### src/design/dtq_pkg.sv
// dtq_pkg: shared types and constants for the deadline timer queue.
// Used by dtq_cell, deadline_timer_queue and dtq_checker. No dependencies.
package dtq_pkg;

    localparam int SLOT_W        = 4;
    localparam int TIME_W        = 63;
    localparam int REQ_W         = 2;
    localparam int DEF_NUM_SLOTS = 16;

    typedef enum logic [REQ_W-1:0] {
        REQ_SCHED_ABS = 2'd0,
        REQ_SCHED_REL = 2'd1,
        REQ_ABORT     = 2'd2,
        REQ_TICK      = 2'd3
    } req_t;

    typedef enum logic [1:0] {
        OP_HOLD   = 2'd0,
        OP_REMOVE = 2'd1,
        OP_INSERT = 2'd2,
        OP_POP    = 2'd3
    } cell_op_t;

    typedef enum logic [1:0] {
        ST_IDLE   = 2'd0,
        ST_INSERT = 2'd1,
        ST_TICK   = 2'd2
    } state_t;

    // Broadcast control from the sequencer to every cell.
    typedef struct packed {
        cell_op_t          op;
        logic [SLOT_W-1:0] key_slot;
        logic [SLOT_W-1:0] new_slot;
        logic [TIME_W-1:0] new_deadline;
        logic [TIME_W-1:0] now;
    } cell_ctrl_t;

endpackage

### src/design/dtq_cell.sv
// dtq_cell: one queue position holding a slot and its deadline.
// Depends on dtq_pkg. Exchanges entries with its two neighbors.
module dtq_cell
    import dtq_pkg::*;
(
    input  logic              clk,
    input  cell_ctrl_t        ctrl,
    input  logic              occ,
    input  logic [SLOT_W-1:0] prev_slot,
    input  logic [TIME_W-1:0] prev_deadline,
    input  logic              prev_take,
    input  logic [SLOT_W-1:0] next_slot,
    input  logic [TIME_W-1:0] next_deadline,
    input  logic              hit_in,
    output logic [SLOT_W-1:0] slot,
    output logic [TIME_W-1:0] deadline,
    output logic              take,
    output logic              hit_out,
    output logic              due
);

    logic [SLOT_W-1:0] slot_reg;
    logic [SLOT_W-1:0] slot_next;
    logic [TIME_W-1:0] deadline_reg;
    logic [TIME_W-1:0] deadline_next;
    logic              match;

    assign match    = occ && (slot_reg == ctrl.key_slot);
    assign hit_out  = hit_in | match;
    // insert point: first free cell or first later deadline (ties stay ahead)
    assign take     = !occ || (deadline_reg > ctrl.new_deadline);
    assign due      = occ && (deadline_reg <= ctrl.now);
    assign slot     = slot_reg;
    assign deadline = deadline_reg;

    always_comb
    begin
        slot_next     = slot_reg;
        deadline_next = deadline_reg;
        case (ctrl.op)
            OP_REMOVE:
            begin
                if (hit_out)
                begin
                    slot_next     = next_slot;
                    deadline_next = next_deadline;
                end
            end
            OP_INSERT:
            begin
                if (prev_take)
                begin
                    slot_next     = prev_slot;
                    deadline_next = prev_deadline;
                end
                else if (take)
                begin
                    slot_next     = ctrl.new_slot;
                    deadline_next = ctrl.new_deadline;
                end
            end
            OP_POP:
            begin
                slot_next     = next_slot;
                deadline_next = next_deadline;
            end
            default:
            begin
                slot_next     = slot_reg;
                deadline_next = deadline_reg;
            end
        endcase
    end

    always_ff @(posedge clk)
    begin
        slot_reg     <= slot_next;
        deadline_reg <= deadline_next;
    end

endmodule

### src/design/deadline_timer_queue.sv
// Deadline timer queue: sorted chain of cells, earliest deadline at cell 0.
// Abort: removed on the accept edge. Schedule: removed on the accept edge, then inserted.
// Tick: one expiry item per cycle out of cell 0, gated by the output register;
// a tick with nothing due returns to idle once it has checked the head.
// Reset (rst_n, async, active low) empties the queue and the output register;
// cell storage itself is not reset.
module deadline_timer_queue
    import dtq_pkg::*;
#(
    parameter int NUM_SLOTS = DEF_NUM_SLOTS
)
(
    input  logic              clk,
    input  logic              rst_n,
    input  logic              in_valid,
    output logic              in_ready,
    input  logic [REQ_W-1:0]  req_type,
    input  logic [SLOT_W-1:0] slot_id,
    input  logic [TIME_W-1:0] time_amount,
    input  logic [TIME_W-1:0] current_time,
    output logic              out_valid,
    input  logic              out_ready,
    output logic [SLOT_W-1:0] expired_slot,
    output logic [TIME_W-1:0] expired_deadline,
    output logic              last_flag
);

    localparam int CNT_W = $clog2(NUM_SLOTS + 1);

    // sequencer state
    state_t            state_reg;
    state_t            state_next;
    logic [CNT_W-1:0]  count_reg;
    logic [CNT_W-1:0]  count_next;

    // pending schedule and tick time
    logic [SLOT_W-1:0] pend_slot_reg;
    logic [TIME_W-1:0] pend_deadline_reg;
    logic [TIME_W-1:0] now_reg;

    // output register
    logic              out_valid_reg;
    logic [SLOT_W-1:0] out_slot_reg;
    logic [TIME_W-1:0] out_deadline_reg;
    logic              out_last_reg;

    logic              accept;
    logic              slot_ok;
    logic [TIME_W:0]   rel_sum;
    logic [TIME_W-1:0] sched_deadline;
    logic              pop;
    logic              pop_last;
    cell_ctrl_t        ctrl;

    // chain wiring
    logic [SLOT_W-1:0] cell_slot     [NUM_SLOTS];
    logic [TIME_W-1:0] cell_deadline [NUM_SLOTS];
    logic              cell_take     [NUM_SLOTS];
    logic              cell_hit      [NUM_SLOTS];
    logic              cell_due      [NUM_SLOTS];
    logic              cell_occ      [NUM_SLOTS];

    assign accept  = in_valid && in_ready;
    assign slot_ok = (32'(slot_id) < NUM_SLOTS);

    // relative deadline, saturating at the top of the time range
    assign rel_sum        = {1'b0, current_time} + {1'b0, time_amount};
    assign sched_deadline = (req_type == REQ_SCHED_REL)
                          ? (rel_sum[TIME_W] ? {TIME_W{1'b1}} : rel_sum[TIME_W-1:0])
                          : time_amount;

    // head pops only while output register is free or being drained
    assign pop      = (state_reg == ST_TICK) && cell_due[0]
                   && (!out_valid_reg || out_ready);
    assign pop_last = !(cell_occ[1] && cell_due[1]);

    always_comb
    begin
        state_next        = state_reg;
        count_next        = count_reg;
        in_ready          = 1'b0;
        ctrl.op           = OP_HOLD;
        ctrl.key_slot     = slot_id;
        ctrl.new_slot     = pend_slot_reg;
        ctrl.new_deadline = pend_deadline_reg;
        ctrl.now          = now_reg;
        case (state_reg)
            ST_IDLE:
            begin
                in_ready = 1'b1;
                if (in_valid)
                begin
                    if (req_type == REQ_TICK)
                    begin
                        state_next = ST_TICK;
                    end
                    else if (slot_ok)
                    begin
                        // drop any existing entry of this slot on the accept edge
                        ctrl.op = OP_REMOVE;
                        if (cell_hit[NUM_SLOTS-1])
                        begin
                            count_next = count_reg - CNT_W'(1);
                        end
                        if (req_type != REQ_ABORT)
                        begin
                            state_next = ST_INSERT;
                        end
                    end
                end
            end
            ST_INSERT:
            begin
                if (32'(count_reg) < NUM_SLOTS)
                begin
                    ctrl.op    = OP_INSERT;
                    count_next = count_reg + CNT_W'(1);
                end
                state_next = ST_IDLE;
            end
            ST_TICK:
            begin
                if (!cell_due[0])
                begin
                    state_next = ST_IDLE;
                end
                else if (pop)
                begin
                    ctrl.op    = OP_POP;
                    count_next = count_reg - CNT_W'(1);
                    if (pop_last)
                    begin
                        state_next = ST_IDLE;
                    end
                end
            end
            default:
            begin
                state_next = ST_IDLE;
            end
        endcase
    end

    always_ff @(posedge clk or negedge rst_n)
    begin
        if (!rst_n)
        begin
            state_reg     <= ST_IDLE;
            count_reg     <= '0;
            out_valid_reg <= 1'b0;
        end
        else
        begin
            state_reg <= state_next;
            count_reg <= count_next;
            if (pop)
            begin
                out_valid_reg <= 1'b1;
            end
            else if (out_ready)
            begin
                out_valid_reg <= 1'b0;
            end
        end
    end

    always_ff @(posedge clk)
    begin
        if (accept)
        begin
            pend_slot_reg     <= slot_id;
            pend_deadline_reg <= sched_deadline;
            now_reg           <= current_time;
        end
        if (pop)
        begin
            out_slot_reg     <= cell_slot[0];
            out_deadline_reg <= cell_deadline[0];
            out_last_reg     <= pop_last;
        end
    end

    // cell chain
    for (genvar i = 0; i < NUM_SLOTS; i++)
    begin : g_cell
        logic [SLOT_W-1:0] p_slot;
        logic [TIME_W-1:0] p_deadline;
        logic              p_take;
        logic              p_hit;
        logic [SLOT_W-1:0] n_slot;
        logic [TIME_W-1:0] n_deadline;

        assign cell_occ[i] = (count_reg > CNT_W'(i));

        if (i == 0)
        begin : g_head
            assign p_slot     = cell_slot[i];
            assign p_deadline = cell_deadline[i];
            assign p_take     = 1'b0;
            assign p_hit      = 1'b0;
        end
        else
        begin : g_body
            assign p_slot     = cell_slot[i-1];
            assign p_deadline = cell_deadline[i-1];
            assign p_take     = cell_take[i-1];
            assign p_hit      = cell_hit[i-1];
        end

        if (i == NUM_SLOTS - 1)
        begin : g_tail
            assign n_slot     = cell_slot[i];
            assign n_deadline = cell_deadline[i];
        end
        else
        begin : g_inner
            assign n_slot     = cell_slot[i+1];
            assign n_deadline = cell_deadline[i+1];
        end

        dtq_cell u_cell (
            .clk           (clk),
            .ctrl          (ctrl),
            .occ           (cell_occ[i]),
            .prev_slot     (p_slot),
            .prev_deadline (p_deadline),
            .prev_take     (p_take),
            .next_slot     (n_slot),
            .next_deadline (n_deadline),
            .hit_in        (p_hit),
            .slot          (cell_slot[i]),
            .deadline      (cell_deadline[i]),
            .take          (cell_take[i]),
            .hit_out       (cell_hit[i]),
            .due           (cell_due[i])
        );
    end

    assign out_valid        = out_valid_reg;
    assign expired_slot     = out_slot_reg;
    assign expired_deadline = out_deadline_reg;
    assign last_flag        = out_last_reg;

endmodule

### config.mk
export PLATFORM = sky130hd
export DESIGN_NAME = deadline_timer_queue
export DESIGN_NICKNAME = d
export VERILOG_FILES = /design/src/design/dtq_pkg.sv /design/src/design/dtq_cell.sv /design/src/design/deadline_timer_queue.sv
export SDC_FILE = /design/constraint.sdc
export NUM_CORES = 2
export LEC_CHECK = 0
export ABC_AREA = 1
export ABC_CLOCK_PERIOD_IN_PS = 19100
export BUFFER_PORTS_ARGS = -buffer_cell sky130_fd_sc_hd__buf_2
export CAP_MARGIN = 10
export CELL_PAD_IN_SITES_DETAIL_PLACEMENT = 2
export CELL_PAD_IN_SITES_GLOBAL_PLACEMENT = 2
export CORE_MARGIN = 4
export CORE_UTILIZATION = 43
export CTS_CLUSTER_SIZE = 24
export DETAILED_ROUTE_END_ITERATION = 16
export PLACE_DENSITY_LB_ADDON = 0.15
export SETUP_SLACK_MARGIN = 0.5
export SYNTH_ARGS = -nofsm -noshare
export SYNTH_HDL_FRONTEND = slang
export SYNTH_SLANG_ARGS = --single-unit
export TNS_END_PERCENT = 5
### constraint.sdc
create_clock -name clk -period 19.1 [get_ports clk]
set_clock_uncertainty 0.2 [all_clocks]
set_input_delay 1.91 -clock clk [delete_from_list [all_inputs] [get_ports clk]]
set_output_delay 1.91 -clock clk [all_outputs]
set_load 0.01 [all_outputs]
; ---- Yosys cells after proc, flatten, opt, wreduce, memory -nomap -nowiden
; Cells that the tools add are included.
[op_classes]
n_reduce_logical = 80
mux = 147
add_sub_neg = 3
n_eq_ne = 63
magnitude_cmp = 35
bitwise = 15
[op_table]
columns = op, count
row1 = $mux 63, 48
row2 = $pmux 63 s3, 15
row3 = $gt 63x63->1, 16
row4 = $mux 4, 46
row5 = $pmux 4 s3, 15
row6 = $le 63x63->1, 2
row7 = $add 63x63->64, 1
row8 = $eq 4x4->1, 16
row9 = $reduce_and 3->1, 15
row10 = $gt 5x4->1 const B, 8
row11 = $ne 2x1->1 const B, 18
row12 = $ne 3x1->1 const B, 12
row13 = $mux 5, 6
row14 = $logic_and 1x1->1, 22
row15 = $gt 5x3->1 const B, 4
row16 = $logic_not 1->1, 18
row17 = $mux 2, 9
row18 = $logic_or 1x1->1, 17
row19 = $or 1x1->1, 15
row20 = $pmux 5 s3, 1
row21 = $gt 5x1->1 const B, 2
row22 = $gt 5x2->1 const B, 2
row23 = $ne 2x2->1 const B, 5
row24 = $ne 3x3->1 const B, 3
row25 = other kinds (15), 27
[word_totals]
in_bits = 136
regBits = 1278
elab_cells = 384
out_inout_bits = 70

; ---- Depth between registers and ports, before layout
[depth]
ltp_word = 21
mapped_depth = 21
mapped_depth_nobuf = 18

; ---- Modules after synthesis
; Synthesis repeated with hierarchy kept, for this count alone.
[unflattened]
cells_unflattened = 17037
hier_area_um2 = 123502.2
[by_module_without_submodules]
columns = module, instances, area_per_inst_um2, seq_area_each_um2, cells_each
row1 = dtq_cell, 16, 6866.6, 2011.9, 954
row2 = deadline_timer_queue, 1, 13636.8, 6145.9, 1773

; ---- Worst setup path after synthesis
; No wires, ideal clock.
[synth_path]
path_type = input -> register
start = input in_valid
end = register g_cell[0].u_cell.deadline_reg[0], enable pin
t_arrival_ps = 12523
path_buffers = 1
slack_ps = 5862
path_stages = 7
setup_ps = 514
required_time_ps = 18386
path_cell_list = inv_1 nor2_1 nand2_1 o211ai_1 buf_2 nand2_1 a21oi_1
[synth_via]
elab_chain_cells = 5
word_cells_on_any_way = 9
classes_between = eq/ne (5) / mux (2) / reduce/logical (2)
[synth_rtl]
columns = item, line_no
row1 = "start, declared", deadline_timer_queue.sv:15  ; input logic in_valid,
row2 = $mux 1 *, deadline_timer_queue.sv:91  ; if (in_valid)
row3 = $pmux 2 s3 *, deadline_timer_queue.sv:87  ; case (state_reg)
row4 = $eq 2x2->1 (tied with other cells), dtq_cell.sv:40  ; case (ctrl.op)
row5 = $ne 2x1->1 (no line) or $reduce_bool 3->1 (tied branches), -
row6 = $reduce_and 3->1 (no line) *, -
row7 = "end signal, assigned", dtq_cell.sv:78  ; deadline_reg <= deadline_next;
row8 = "end, declared", dtq_cell.sv:24  ; logic [TIME_W-1:0] deadline_reg;
; Mark *: on every way between the ends. The rest lies on a longest branch, timed or not.
; A chain may end at the register's enable or synchronous reset.

; ---- Worst setup path in the final report
[layout_path]
start = register pend_deadline_reg[59]
end = register g_cell[10].u_cell.slot_reg[1], enable pin
[layout_via]
elab_chain_cells = 4
word_cells_on_any_way = 6
classes_between = order compare (2) / eq/ne (1) / reduce/logical (3)
[layout_rtl]
columns = item, line_no
row1 = "start, declared", deadline_timer_queue.sv:38  ; logic [TIME_W-1:0] pend_deadline_reg;
row2 = "start signal, assigned", deadline_timer_queue.sv:172  ; pend_deadline_reg <= sched_deadline;
row3 = $gt 63x63->1, dtq_cell.sv:31  ; assign take = !occ || (deadline_reg > ctrl.new_deadline);
row4 = $logic_or 1x1->1, dtq_cell.sv:31
row5 = $ne 3x2->1 (no line) *, -
row6 = $reduce_and 3->1 (no line) *, -
row7 = "end signal, assigned", dtq_cell.sv:77  ; slot_reg <= slot_next;
row8 = "end, declared", dtq_cell.sv:22  ; logic [SLOT_W-1:0] slot_reg;
; Marks and branches as above.

==> results.cfg <==
[worst_setup_path]
cp-end-kind = flop
rr_startpoint = pend_deadline_reg[59]
critPathSlowestCell = nor3b_1
arrival_ns = 7.37
path_cells = inv_1 -> buf_4 -> ha_1 -> nand3_1 -> nor3b_1 -> nand2_1 -> inv_1 -> o21ai_0 -> o2111ai_1 -> nor2_1 -> nand2_1 -> nand2_1 -> nand2_2 -> inv_2 -> buf_4 -> a21oi_4 -> buf_4
cp-startpoint = pend_deadline_reg[59]
cp_data_required_time_ns = 19.33
startpoint_type = flop
critPathKind = reg -> reg
path_max_fanout = 68
critPathMaxStageDelay_ns = 1.08

[yosys]
postSynthCellCount = 11627
synthFlopType = edfxtp_1
synthesis.area_um2 = 94300
yosys.cell_types.count = 64
synth_nets = 12966
ys_seq_area_share_pct = 40.7
synth-edff-count = 1270
synth_top_area_share_pct = 40.5
synth_seq_cells = 1278
yosys_warnings = 0
synth_top_area_cell = edfxtp_1
syn_area_per_cell_um2 = 8.11
synthTopCellsByArea = edfxtp_1 40%, ha_1 16%, nand2_1 13%
ys_async_sr_fraction_pct = 0.626

[grt]
grt_pass1_wl_um = 649000
antenna_found_initial = 30
grt-ovfl-total = 0
gr-usage-all-layers_pct = 37.7
grt_max_degree = 238
grt_pass1_vias = 99212

[sta]
tns_ns = 0
hold_viol_final = 0
rsz0062_at_grt = no
worst_pin_slew_ns = 1.36
finalCriticalPeriod_ns = 7.14
setup_viol_count_final = 0
post-route-period-util_pct = 37.4
max_freq_mhz = 140
slew_headroom_pct = 9.22
drv_slew = 0

[clock_network]
holdBufCountCts = 0
cts_tree = yes
clock_path_buffers = 3
cts.sinks = 1278
post_cts_buffers = 0
numCtsBuffers = 161
clkTransAtPathRegs_ns = 0.06
cts_max_level = 4
cts_resized = 0
clock_latency_ns = 0.83
cts-root-buf = clkbuf_16

[pwr]
p_leak_nw = 45.7
p_per_area_nw_per_um2 = 221
ir_drop_mv = 0.156
p_total_w = 0.0228

[routing]
vias = 92205
drtIter0Drc = 9132
wl_um = 442000
drc_errors = 0
ant_nets = 0
drtPass1Iterations = 6
vias_per_cell = 6.32
wl_per_cell_um = 30.3

[floorplanning]
fp.coreArea_um2 = 218000
start_util_pct = 43.3
die_y_um = 476
num_rows = 171
ios = 206
dieWidth_um = 476
die-area_um2 = 227000

[placement]
port_buffers = 205
gp_congestion = 0.960
dp_hpwl_um = 332000

[final_layout]
seqCellArea_um2 = 38300
area_delta_synth_final_pct = 9.46
final_common_cell = nand2_1
multi_input_comb_area_um2 = 50300
final_net_count = 12937
layout_common_cells = 3,155 x nand2_1, 1,285 x o21ai_0, 1,270 x edfxtp_1
largest_register_ffs = 1008
n_fill_cell = 24358
final_util_pct = 47.4
drive_above_1_share_pct = 5.92

[min_path]
hold_path_class = reg -> reg
min_from = g_cell[0].u_cell.deadline[0]

[run]
drv_cap = 0

[status]
status = finished, final reports clean
area by class of cell:
cell class | instances | area share, %
clock inverter | 96 | 0.649
timing repair buffer | 389 | 2.35
multi-input combinational | 8809 | 48.8
inverter | 959 | 3.50
clock buffer | 196 | 4.09
sequential | 1278 | 37.2
antenna | 15 | 0.0364
tap | 2854 | 3.46
Yosys cell counts, types with 36 or more instances:
cell / instances
nand2_1: 3176
o21ai_0: 1285
edfxtp_1: 1270
ha_1: 1202
nand3_1: 1012
inv_1: 948
a21oi_1: 781
nor2_1: 513
clkbuf_1: 417
nand4_1: 162
o21ai_1: 121
buf_2: 111
nor3_1: 84
a31oi_1: 66
xor2_1: 51
nor4_1: 48
xnor2_1: 47
o211ai_1: 42
o21a_1: 37
buf_1: 36
metrics by stage:
step,instances,hold slack [ns],setup WS (ns),instance area [um^2]
floorplan,11627,0.226,5.86,94300
global placement,14288,0.249,12.32,98200
detailed placement,14289,0.299,12.16,98200
CTS,14581,0.313,12.10,103000
global route,14582,0.323,11.80,103000
finish,14596,0.308,11.96,103000
power breakdown:
| group | total, W | internal, W | switching (W) |
|---|---|---|---|
| Clock | 0.00300 | 0.00165 | 0.00135 |
| Sequential | 0.00710 | 0.00556 | 0.00154 |
| Combinational | 0.0127 | 0.00348 | 0.00921 |
worst max-delay path: cells and delay by family, from the launching register on:
family          cells  cell delay (ns)
buf+inv             6             2.41
simple gates        7             1.85
flops               1             0.91
compound gates      3             0.84
fa+ha+maj           1             0.35
routing by layer:
| layer | track usage [%] | up-vias | wire, um |
|---|---|---|---|
| met2 | 60.1 | 3938 | 199000 |
| met4 | 20.9 | 8 | 28100 |
| met1 | 48.5 | 46933 | 179000 |
| met5 | 0 | - | 51 |
| li1 | - | 40401 | - |
| met3 | 6.68 | 925 | 36000 |
path summary, 6_finish.rpt:
check                      slack (ns)                         to  cells past startpoint
setup / recovery                11.96  g_cell[10].u_cell.slot[1]                     17
setup reg to reg                11.96  g_cell[10].u_cell.slot[1]                     17
hold reg to reg                  0.31        expired_deadline[0]                      0
max in group asynchronous       17.80               count_reg[3]                      1
min in group asynchronous        0.73               state_reg[1]                      1
hold / removal                   0.31        expired_deadline[0]                      0
logic make-up (layout without fill, tap and decap cells):
kind of cell	Yosys count	after routing	synth area share (%)
AND/OR/NAND/NOR	5062	5062	22.5
flip-flops	1278	1278	40.7
buffers and inverters	1540	1640	6.34
other	0	15	0
AO/OA/AOI/OAI	2446	2446	13.6
adder cells (fa/ha/maj)	1203	1203	16.0
XOR/XNOR	98	98	0.911
No activity file was read; power rests on OpenSTA's default activity.
